## src/hdl/stxf_pkg.sv

```systemverilog
`timescale 1ns / 1ps
// ----------------------------------------------------------------------------
// stxf_pkg
// types, codes and reset values shared by the framer core and its step logic
// ----------------------------------------------------------------------------
package stxf_pkg;

    localparam int MAX_RESULTS = 4;
    localparam int CNT_W       = 3;

    localparam logic [1:0] FUNC_TX   = 2'd0;
    localparam logic [1:0] FUNC_RX   = 2'd1;
    localparam logic [1:0] FUNC_TICK = 2'd2;

    localparam logic [1:0] KIND_LINE    = 2'd0;
    localparam logic [1:0] KIND_PAYLOAD = 2'd1;
    localparam logic [1:0] KIND_END     = 2'd2;

    localparam logic [1:0] STAT_OK      = 2'd0;
    localparam logic [1:0] STAT_BAD     = 2'd1;
    localparam logic [1:0] STAT_TIMEOUT = 2'd2;

    localparam logic [1:0] PH_HUNT    = 2'd0;
    localparam logic [1:0] PH_PAYLOAD = 2'd1;
    localparam logic [1:0] PH_CHECK   = 2'd2;

    localparam logic [1:0] REG_HAS_ECHO   = 2'd0;
    localparam logic [1:0] REG_TIMEOUT    = 2'd1;
    localparam logic [1:0] REG_START_MARK = 2'd2;
    localparam logic [1:0] REG_END_MARK   = 2'd3;

    localparam logic [15:0] RST_TIMEOUT    = 16'd2000;
    localparam logic [7:0]  RST_START_MARK = 8'h02;
    localparam logic [7:0]  RST_END_MARK   = 8'h03;
    localparam logic [7:0]  CHECK_INIT     = 8'h00;
    localparam logic [15:0] TICKS_MAX      = 16'hffff;

    typedef struct packed {
        logic        has_echo;
        logic [15:0] reply_timeout_ms;
        logic [7:0]  start_marker;
        logic [7:0]  end_marker;
    } t_cfg;

    typedef struct packed {
        logic [1:0]  rx_phase;
        logic [7:0]  rx_check;
        logic [7:0]  tx_check;
        logic        tx_inside_msg;
        logic        awaiting_reply;
        logic        echo_pending;
        logic [15:0] wait_ticks;
    } t_state;

    typedef struct packed {
        logic [1:0] kind;
        logic [7:0] byte_out;
        logic [1:0] status;
        logic       run_last;
    } t_result;

endpackage

```

## src/hdl/stxf_step.sv

```systemverilog
`timescale 1ns / 1ps
// ----------------------------------------------------------------------------
// stxf_step
// next state and result list for one transaction of the framer
// ----------------------------------------------------------------------------
module stxf_step (
    input  logic [1:0]      i_func,
    input  logic [7:0]      i_data,
    input  logic            i_msg_end,
    input  stxf_pkg::t_cfg   i_cfg,
    input  stxf_pkg::t_state i_state,
    output stxf_pkg::t_state o_state,
    output stxf_pkg::t_result o_res [stxf_pkg::MAX_RESULTS],
    output logic [stxf_pkg::CNT_W-1:0] o_count
);
    import stxf_pkg::*;

    t_state            st;
    t_result           res [MAX_RESULTS];
    logic [CNT_W-1:0]  cnt;
    logic [CNT_W-1:0]  last_idx;
    logic [7:0]        chk;
    logic [15:0]       wt;

    always_comb begin
        st  = i_state;
        cnt = '0;
        chk = '0;
        wt  = '0;
        for (int k = 0; k < MAX_RESULTS; k++) begin
            res[k] = '0;
        end

        case (i_func)
            FUNC_TX: begin
                if (!st.tx_inside_msg) begin
                    st.rx_phase       = PH_HUNT;
                    st.rx_check       = CHECK_INIT;
                    st.awaiting_reply = 1'b0;
                    st.echo_pending   = 1'b0;
                    st.wait_ticks     = '0;
                    st.tx_check       = CHECK_INIT;
                    st.tx_inside_msg  = 1'b1;
                    res[cnt[1:0]] = '{KIND_LINE, i_cfg.start_marker, STAT_OK, 1'b0};
                    cnt = cnt + 1'b1;
                end
                res[cnt[1:0]] = '{KIND_LINE, i_data, STAT_OK, 1'b0};
                cnt = cnt + 1'b1;
                st.tx_check = st.tx_check ^ i_data;
                if (i_msg_end) begin
                    chk = st.tx_check ^ i_cfg.end_marker;
                    res[cnt[1:0]] = '{KIND_LINE, i_cfg.end_marker, STAT_OK, 1'b0};
                    cnt = cnt + 1'b1;
                    res[cnt[1:0]] = '{KIND_LINE, chk, STAT_OK, 1'b0};
                    cnt = cnt + 1'b1;
                    st.tx_check       = CHECK_INIT;
                    st.tx_inside_msg  = 1'b0;
                    st.awaiting_reply = 1'b1;
                    st.wait_ticks     = '0;
                    st.echo_pending   = i_cfg.has_echo;
                end
            end
            FUNC_RX: begin
                if (st.rx_phase == PH_PAYLOAD) begin
                    st.rx_check = st.rx_check ^ i_data;
                    if (i_data == i_cfg.end_marker) begin
                        st.rx_phase = PH_CHECK;
                    end else if (!st.echo_pending) begin
                        res[cnt[1:0]] = '{KIND_PAYLOAD, i_data, STAT_OK, 1'b0};
                        cnt = cnt + 1'b1;
                    end
                end else if (st.rx_phase == PH_CHECK) begin
                    if (!st.echo_pending) begin
                        res[cnt[1:0]] = '{KIND_END, 8'h00,
                            (i_data == st.rx_check) ? STAT_OK : STAT_BAD, 1'b0};
                        cnt = cnt + 1'b1;
                    end
                    st.rx_phase = PH_HUNT;
                    st.rx_check = CHECK_INIT;
                    if (st.echo_pending) begin
                        st.echo_pending = 1'b0;
                        st.wait_ticks   = '0;
                    end else begin
                        st.awaiting_reply = 1'b0;
                    end
                end else begin
                    st.rx_phase = PH_HUNT;
                    if (i_data == i_cfg.start_marker) begin
                        st.rx_phase = PH_PAYLOAD;
                        st.rx_check = CHECK_INIT;
                    end
                end
            end
            FUNC_TICK: begin
                if (st.awaiting_reply && st.rx_phase == PH_HUNT) begin
                    wt = (st.wait_ticks == TICKS_MAX) ? st.wait_ticks
                                                       : st.wait_ticks + 16'd1;
                    st.wait_ticks = wt;
                    if (wt >= i_cfg.reply_timeout_ms) begin
                        res[cnt[1:0]] = '{KIND_END, 8'h00, STAT_TIMEOUT, 1'b0};
                        cnt = cnt + 1'b1;
                        if (st.echo_pending) begin
                            st.echo_pending = 1'b0;
                            st.wait_ticks   = '0;
                        end else begin
                            st.awaiting_reply = 1'b0;
                        end
                    end
                end
            end
            default: begin
                st = i_state;
            end
        endcase

        last_idx = cnt - 1'b1;
        if (cnt != '0) begin
            res[last_idx[1:0]].run_last = 1'b1;
        end
    end

    assign o_state = st;
    assign o_count = cnt;

    always_comb begin
        for (int k = 0; k < MAX_RESULTS; k++) begin
            o_res[k] = res[k];
        end
    end

endmodule

```

## src/hdl/stx_etx_lrc_link_framer_core.sv

```systemverilog
`timescale 1ns / 1ps
// ----------------------------------------------------------------------------
// stx_etx_lrc_link_framer_core
// start/end marker framer with xor check for a serial command link
// ----------------------------------------------------------------------------
// A transaction is taken in the cycle it is offered whenever the result queue
// is empty or its last entry leaves in that cycle. The step logic turns the
// transaction combinationally into zero to four results for a four-entry
// result queue that presents one per cycle unless the output stalls; a
// transmit byte yields one to four (four for a one-byte message), a receive
// byte or tick at most one. Registers are to be written over the apb port
// only while no transaction is pending; the block does not enforce this.
module stx_etx_lrc_link_framer_core (
    input  logic        i_clk,
    input  logic        i_rst_n,
    input  logic        psel,
    input  logic        penable,
    input  logic        pwrite,
    input  logic [3:0]  paddr,
    input  logic [31:0] pwdata,
    output logic [31:0] prdata,
    output logic        pready,
    input  logic        i_in_valid,
    output logic        o_in_stall,
    input  logic [1:0]  i_func,
    input  logic [7:0]  i_data,
    input  logic        i_msg_end,
    output logic        o_out_valid,
    input  logic        i_out_stall,
    output logic [1:0]  o_kind,
    output logic [7:0]  o_byte_out,
    output logic [1:0]  o_status,
    output logic        o_run_last
);
    import stxf_pkg::*;

    t_cfg             r_cfg;
    t_state           r_state;
    t_state           n_state;
    t_result          r_res [MAX_RESULTS];
    t_result          n_res [MAX_RESULTS];
    logic [CNT_W-1:0] r_cnt;
    logic [CNT_W-1:0] n_cnt;
    logic             in_accept;
    logic             out_accept;
    logic             can_load;
    logic             cfg_wr;

    stxf_step u_step (
        .i_func    (i_func),
        .i_data    (i_data),
        .i_msg_end (i_msg_end),
        .i_cfg     (r_cfg),
        .i_state   (r_state),
        .o_state   (n_state),
        .o_res     (n_res),
        .o_count   (n_cnt)
    );

    assign pready     = 1'b1;
    assign cfg_wr     = psel && penable && pwrite && pready;
    assign out_accept = o_out_valid && !i_out_stall;
    assign can_load   = (r_cnt == '0) || (r_cnt == CNT_W'(1) && out_accept);
    assign o_in_stall = !can_load;
    assign in_accept  = i_in_valid && can_load;

    always_comb begin
        unique case (paddr[3:2])
            REG_HAS_ECHO:   prdata = {31'd0, r_cfg.has_echo};
            REG_TIMEOUT:    prdata = {16'd0, r_cfg.reply_timeout_ms};
            REG_START_MARK: prdata = {24'd0, r_cfg.start_marker};
            REG_END_MARK:   prdata = {24'd0, r_cfg.end_marker};
            default:        prdata = '0;
        endcase
    end

    always_ff @(posedge i_clk) begin
        if (!i_rst_n) begin
            r_cfg.has_echo         <= 1'b0;
            r_cfg.reply_timeout_ms <= RST_TIMEOUT;
            r_cfg.start_marker     <= RST_START_MARK;
            r_cfg.end_marker       <= RST_END_MARK;
        end else if (cfg_wr) begin
            unique case (paddr[3:2])
                REG_HAS_ECHO:   r_cfg.has_echo         <= pwdata[0];
                REG_TIMEOUT:    r_cfg.reply_timeout_ms <= pwdata[15:0];
                REG_START_MARK: r_cfg.start_marker     <= pwdata[7:0];
                REG_END_MARK:   r_cfg.end_marker       <= pwdata[7:0];
                default:        r_cfg.has_echo         <= r_cfg.has_echo;
            endcase
        end
    end

    always_ff @(posedge i_clk) begin
        if (!i_rst_n) begin
            r_state.rx_phase       <= PH_HUNT;
            r_state.rx_check       <= CHECK_INIT;
            r_state.tx_check       <= CHECK_INIT;
            r_state.tx_inside_msg  <= 1'b0;
            r_state.awaiting_reply <= 1'b0;
            r_state.echo_pending   <= 1'b0;
            r_state.wait_ticks     <= '0;
        end else if (in_accept) begin
            r_state <= n_state;
        end
    end

    // result queue, head at entry 0
    always_ff @(posedge i_clk) begin
        if (!i_rst_n) begin
            r_cnt <= '0;
        end else if (in_accept) begin
            r_cnt <= n_cnt;
        end else if (out_accept) begin
            r_cnt <= r_cnt - 1'b1;
        end
    end

    always_ff @(posedge i_clk) begin
        if (in_accept) begin
            for (int k = 0; k < MAX_RESULTS; k++) begin
                r_res[k] <= n_res[k];
            end
        end else if (out_accept) begin
            for (int k = 0; k < MAX_RESULTS - 1; k++) begin
                r_res[k] <= r_res[k+1];
            end
        end
    end

    assign o_out_valid = (r_cnt != '0);
    assign o_kind      = r_res[0].kind;
    assign o_byte_out  = r_res[0].byte_out;
    assign o_status    = r_res[0].status;
    assign o_run_last  = r_res[0].run_last;

endmodule
```

## config.mk

```make
export PLATFORM = sky130hd
export DESIGN_NAME = stx_etx_lrc_link_framer_core
export DESIGN_NICKNAME = d
export VERILOG_FILES = /design/src/hdl/stxf_pkg.sv /design/src/hdl/stxf_step.sv /design/src/hdl/stx_etx_lrc_link_framer_core.sv
export SDC_FILE = /design/constraint.sdc
export NUM_CORES = 1
export LEC_CHECK = 0
export BUFFER_PORTS_ARGS = -buffer_cell sky130_fd_sc_hd__buf_2
export CORE_MARGIN = 4
export CORE_UTILIZATION = 54
export DETAILED_ROUTE_END_ITERATION = 12
export PLACE_DENSITY = 0.78
export SLEW_MARGIN = 25
export SYNTH_ARGS = -nofsm -noshare
export SYNTH_HDL_FRONTEND = slang
export SYNTH_HIERARCHICAL = 1
export SYNTH_SLANG_ARGS = --single-unit
export TNS_END_PERCENT = 20
```

## constraint.sdc

```tcl
create_clock -name i_clk -period 3.6 [get_ports i_clk]
set_clock_uncertainty 0.05 [all_clocks]
set_input_delay 0.18 -clock i_clk [delete_from_list [all_inputs] [get_ports i_clk]]
set_output_delay 0.18 -clock i_clk [all_outputs]
set_load 0.01 [all_outputs]
```

==> impl_metrics.env <==
export IMPL_status="finished, final reports clean"
export IMPL_rows=44
export IMPL_worstPathArrival_ns=3.84
export IMPL_finalMaxSlewViolations=0
export IMPL_timing_final_ws_setup_ns=0.0131
export IMPL_r2r_start="r_state[6]"
export IMPL_cts_buffers=17
export IMPL_syn_instance_count=914
export IMPL_power_leakage_nw=3.65
export IMPL_drt_initial_drc_count=746
export IMPL_switching_share_pct=31.2
export IMPL_min_period_ns=3.59
export IMPL_routedWlPerCell_um=17.4
export IMPL_nFillCells=1172
export IMPL_postSynthAreaPerCell_sq_um=8.97
export IMPL_max_slew_margin_rel_pct=30.0
export IMPL_synth_cell_types=81
export IMPL_regArea_sq_um=3030
export IMPL_clockPowerShare_pct=33.7
export IMPL_grt_pass1_wl_um=32200
export IMPL_cts_tree="yes"
export IMPL_wl_um=20600
export IMPL_ys_warn_count=6
export IMPL_insertedDiodeCount=0
export IMPL_syn_area_sq_um=8200
export IMPL_rsz0062_at_grt="true"
export IMPL_power_frac_seq_pct=40.9
export IMPL_critical_path_startpoint="r_state[6]"
export IMPL_grt_use_total_pct=23.0
export IMPL_cp_slowest_cell="or4_4"
export IMPL_crit_path_cell_trace="buf_4 -> nand4_1 -> and2b_1 -> nand2b_2 -> or4_4 -> o21a_1 -> ha_1 -> nand4_1 -> a211oi_2 -> a31oi_4 -> nand3_4 -> buf_12 -> a21oi_4 -> buf_12 -> a221o_1 -> nand2_1 -> a21boi_1"
export IMPL_ys_async_sr_fraction_pct=0
export IMPL_die_height_um=131
export IMPL_worst_r2r_path_depth=17
export IMPL_drc=0
export IMPL_coreArea_sq_um=14700
export IMPL_gp_congestion=0.904
export IMPL_max_freq_ghz=0.279
export IMPL_rr_endpoint="r_state[6]"
export IMPL_fp_dieW_um=131
export IMPL_die_area_sq_um=17200
export IMPL_tns_ns=0
export IMPL_antenna_found_initial=0
export IMPL_first_pass_iters=6
export IMPL_synthFlopType="dfxtp_1"
export IMPL_clk_latency_ns=0.43
export IMPL_startpoint_type="flop"
export IMPL_ys_ff_latch=125
export IMPL_synth_edf_count=52
export IMPL_crit_fanout=9
export IMPL_ant_nets=0
export IMPL_final_period_utilization_pct=99.6
export IMPL_cpPeakStageDelay_ns=0.44
export IMPL_worst_pin_slew_ns=1.05
export IMPL_critPathRequiredTime_ns=3.86
export IMPL_grt_ovfl_total=0
export IMPL_setup_viol=0
export IMPL_hpwl_um=13700
export IMPL_max_cap_viol_count=0
export IMPL_crit_type="flop to flop"
export IMPL_area_growth_pct=14.3
export IMPL_vias=6872
export IMPL_port_buffers=66
export IMPL_hold_class="input port to flop"
export IMPL_cts_root_buffer="clkbuf_16"
export IMPL_seq_area_frac_synth_pct=36.9
export IMPL_grt_max_degree=61
export IMPL_preCtsSetupSlack_ns=-0.0247
export IMPL_combPwrFrac_pct=25.3
export IMPL_fin_nets=1059
export IMPL_fin_util_pct=63.7
export IMPL_clockBufferDepth=2
export IMPL_clk_pin_slew_ns=0.06
export IMPL_clock_sinks=125
export IMPL_multi_input_area_sq_um=4600
export IMPL_via_per_inst=5.82
export IMPL_io_pins=102
export IMPL_grt_pass1_vias=6243
export IMPL_drive_gt1_share_pct=23.6
export IMPL_crit_path_end_kind="flop"
export IMPL_h_tree_depth=4
export IMPL_r2r_slack_ns=0.01
export IMPL_finalHoldViolCount=0
export IMPL_power_switching_mw=1.53
export IMPL_crit_end="r_state[6]"
export IMPL_start_util_pct=55.8
export IMPL_peakVddDrop_mv=0.439
export IMPL_p_int_mw=3.38
export IMPL_p_per_area_nw_per_um2=525
state kept, by name (all words and copies together), names as in the netlist:
register / flops
r_state: 37
r_cfg: 33
r_res: 52
r_cnt: 3
layer usage:
| layer | global-route usage (%) | part of all wire [%] | vias to the layer above |
|---|---|---|---|
| met1 | 30.5 | 42 | 3240 |
| met5 | 0 | 0 | - |
| met3 | 4.47 | 8.0 | 52 |
| met4 | 9.04 | 2.7 | 0 |
| met2 | 37.5 | 47 | 308 |
| li1 | - | - | 3272 |
worst min-delay path by stage:
stage	from	end	slack, ns	cells after the start
2_1_floorplan	pwdata[4]	r_cfg[20]	0.25	2
3_3_place_gp	pwdata[10]	r_cfg[26]	0.34	3
3_5_place_dp	pwdata[10]	r_cfg[26]	0.35	3
4_1_cts	penable	r_cfg[32]	0.03	3
5_1_grt	penable	r_cfg[32]	0.06	3
6_report	penable	r_cfg[32]	0.05	3
critical path: cells and delay by family, from the launching register on:
kind	cells	cell delay, ns
AND/OR/NAND/NOR	7	1.22
buffers and inverters	3	0.48
AO/OA/AOI/OAI	6	1.07
adder cells (fa/ha/maj)	1	0.29
flip-flops	1	0.36
through the flow:
stage                     cell area [sq um]  hold slack (ns)  power (mW)  std cells
after global placement                 8540            0.342        3.22       1130
after CTS                              9300           0.0270        4.94       1180
after detailed placement               8540            0.352        3.26       1130
final                                  9370           0.0451        4.92       1181
after floorplan                        8310            0.254        3.00        940
after global routing                   9370           0.0569        5.13       1181
power by group through the flow:
stage	logic, mW	registers (mW)	clock network [mW]
after global placement	1.20	2.02	0
after detailed placement	1.22	2.04	0
after floorplan	0.990	2.01	0
after global routing	1.35	2.04	1.74
final	1.25	2.01	1.66
after CTS	1.24	2.01	1.68
cell usage after synthesis, types with 13 or more instances:
cell type,n,area share (%)
buf_4,42,3.8
nand2b_1,13,0.99
o21ai_0,35,2.1
dfxtp_1,73,18
a21oi_1,20,1.2
buf_2,24,1.5
clkbuf_1,19,0.87
nand2_1,162,7.4
a21boi_0,44,4.0
mux2_2,48,6.6
xnor2_1,38,4.1
a22o_1,23,2.5
ha_1,21,3.2
nor2_1,65,3.0
inv_1,30,1.4
edfxtp_1,52,19
mux2i_1,17,2.1
and2_1,14,1.1
nand3_1,17,1.0
nand4_1,14,1.1
final cells by class:
class | instances | share of cell area [%]
clock inverter | 15 | 1.56
timing repair buffer | 122 | 8.79
multi-input combinational | 687 | 49.1
clock buffer | 17 | 4.54
inverter | 31 | 1.24
tap | 184 | 2.46
sequential | 125 | 32.3
cells by family after synthesis:
| family | count (synthesis) | synth area share, % |
|---|---|---|
| simple gates | 335 | 19.4 |
| xor+xnor | 40 | 4.27 |
| buf+inv | 128 | 9.17 |
| flops | 125 | 36.9 |
| other cells | 3 | 0.137 |
| compound gates | 196 | 18.0 |
| fa+ha+maj | 21 | 3.20 |
| mux | 66 | 8.94 |
placed cells by master, fill, tap and decap left out, drive strengths merged, types with 9 or more instances in the layout:
master / instances
nor2b: 12
a22o: 23
nand4: 14
o21ai: 45
clkbuf: 17
and2: 14
clkinv: 9
conb: 29
edfxtp: 52
nand2b: 15
mux2: 48
mux2i: 17
nand2: 162
xnor2: 38
nor2: 67
dfxtp: 73
buf: 106
inv: 33
nand3: 23
a21oi: 22
ha: 21
dlygate4sd3: 16
a21boi: 49
timing repair:
action                     CTS  global route
hold buffers                16             0
pin swaps                    1             6
resized for setup            0            22
buffers inserted             2             1
cloned                       0             0
hold endpoints to repair    25             0
setup endpoints to repair    3            22
(Power assumes the default switching activity.)
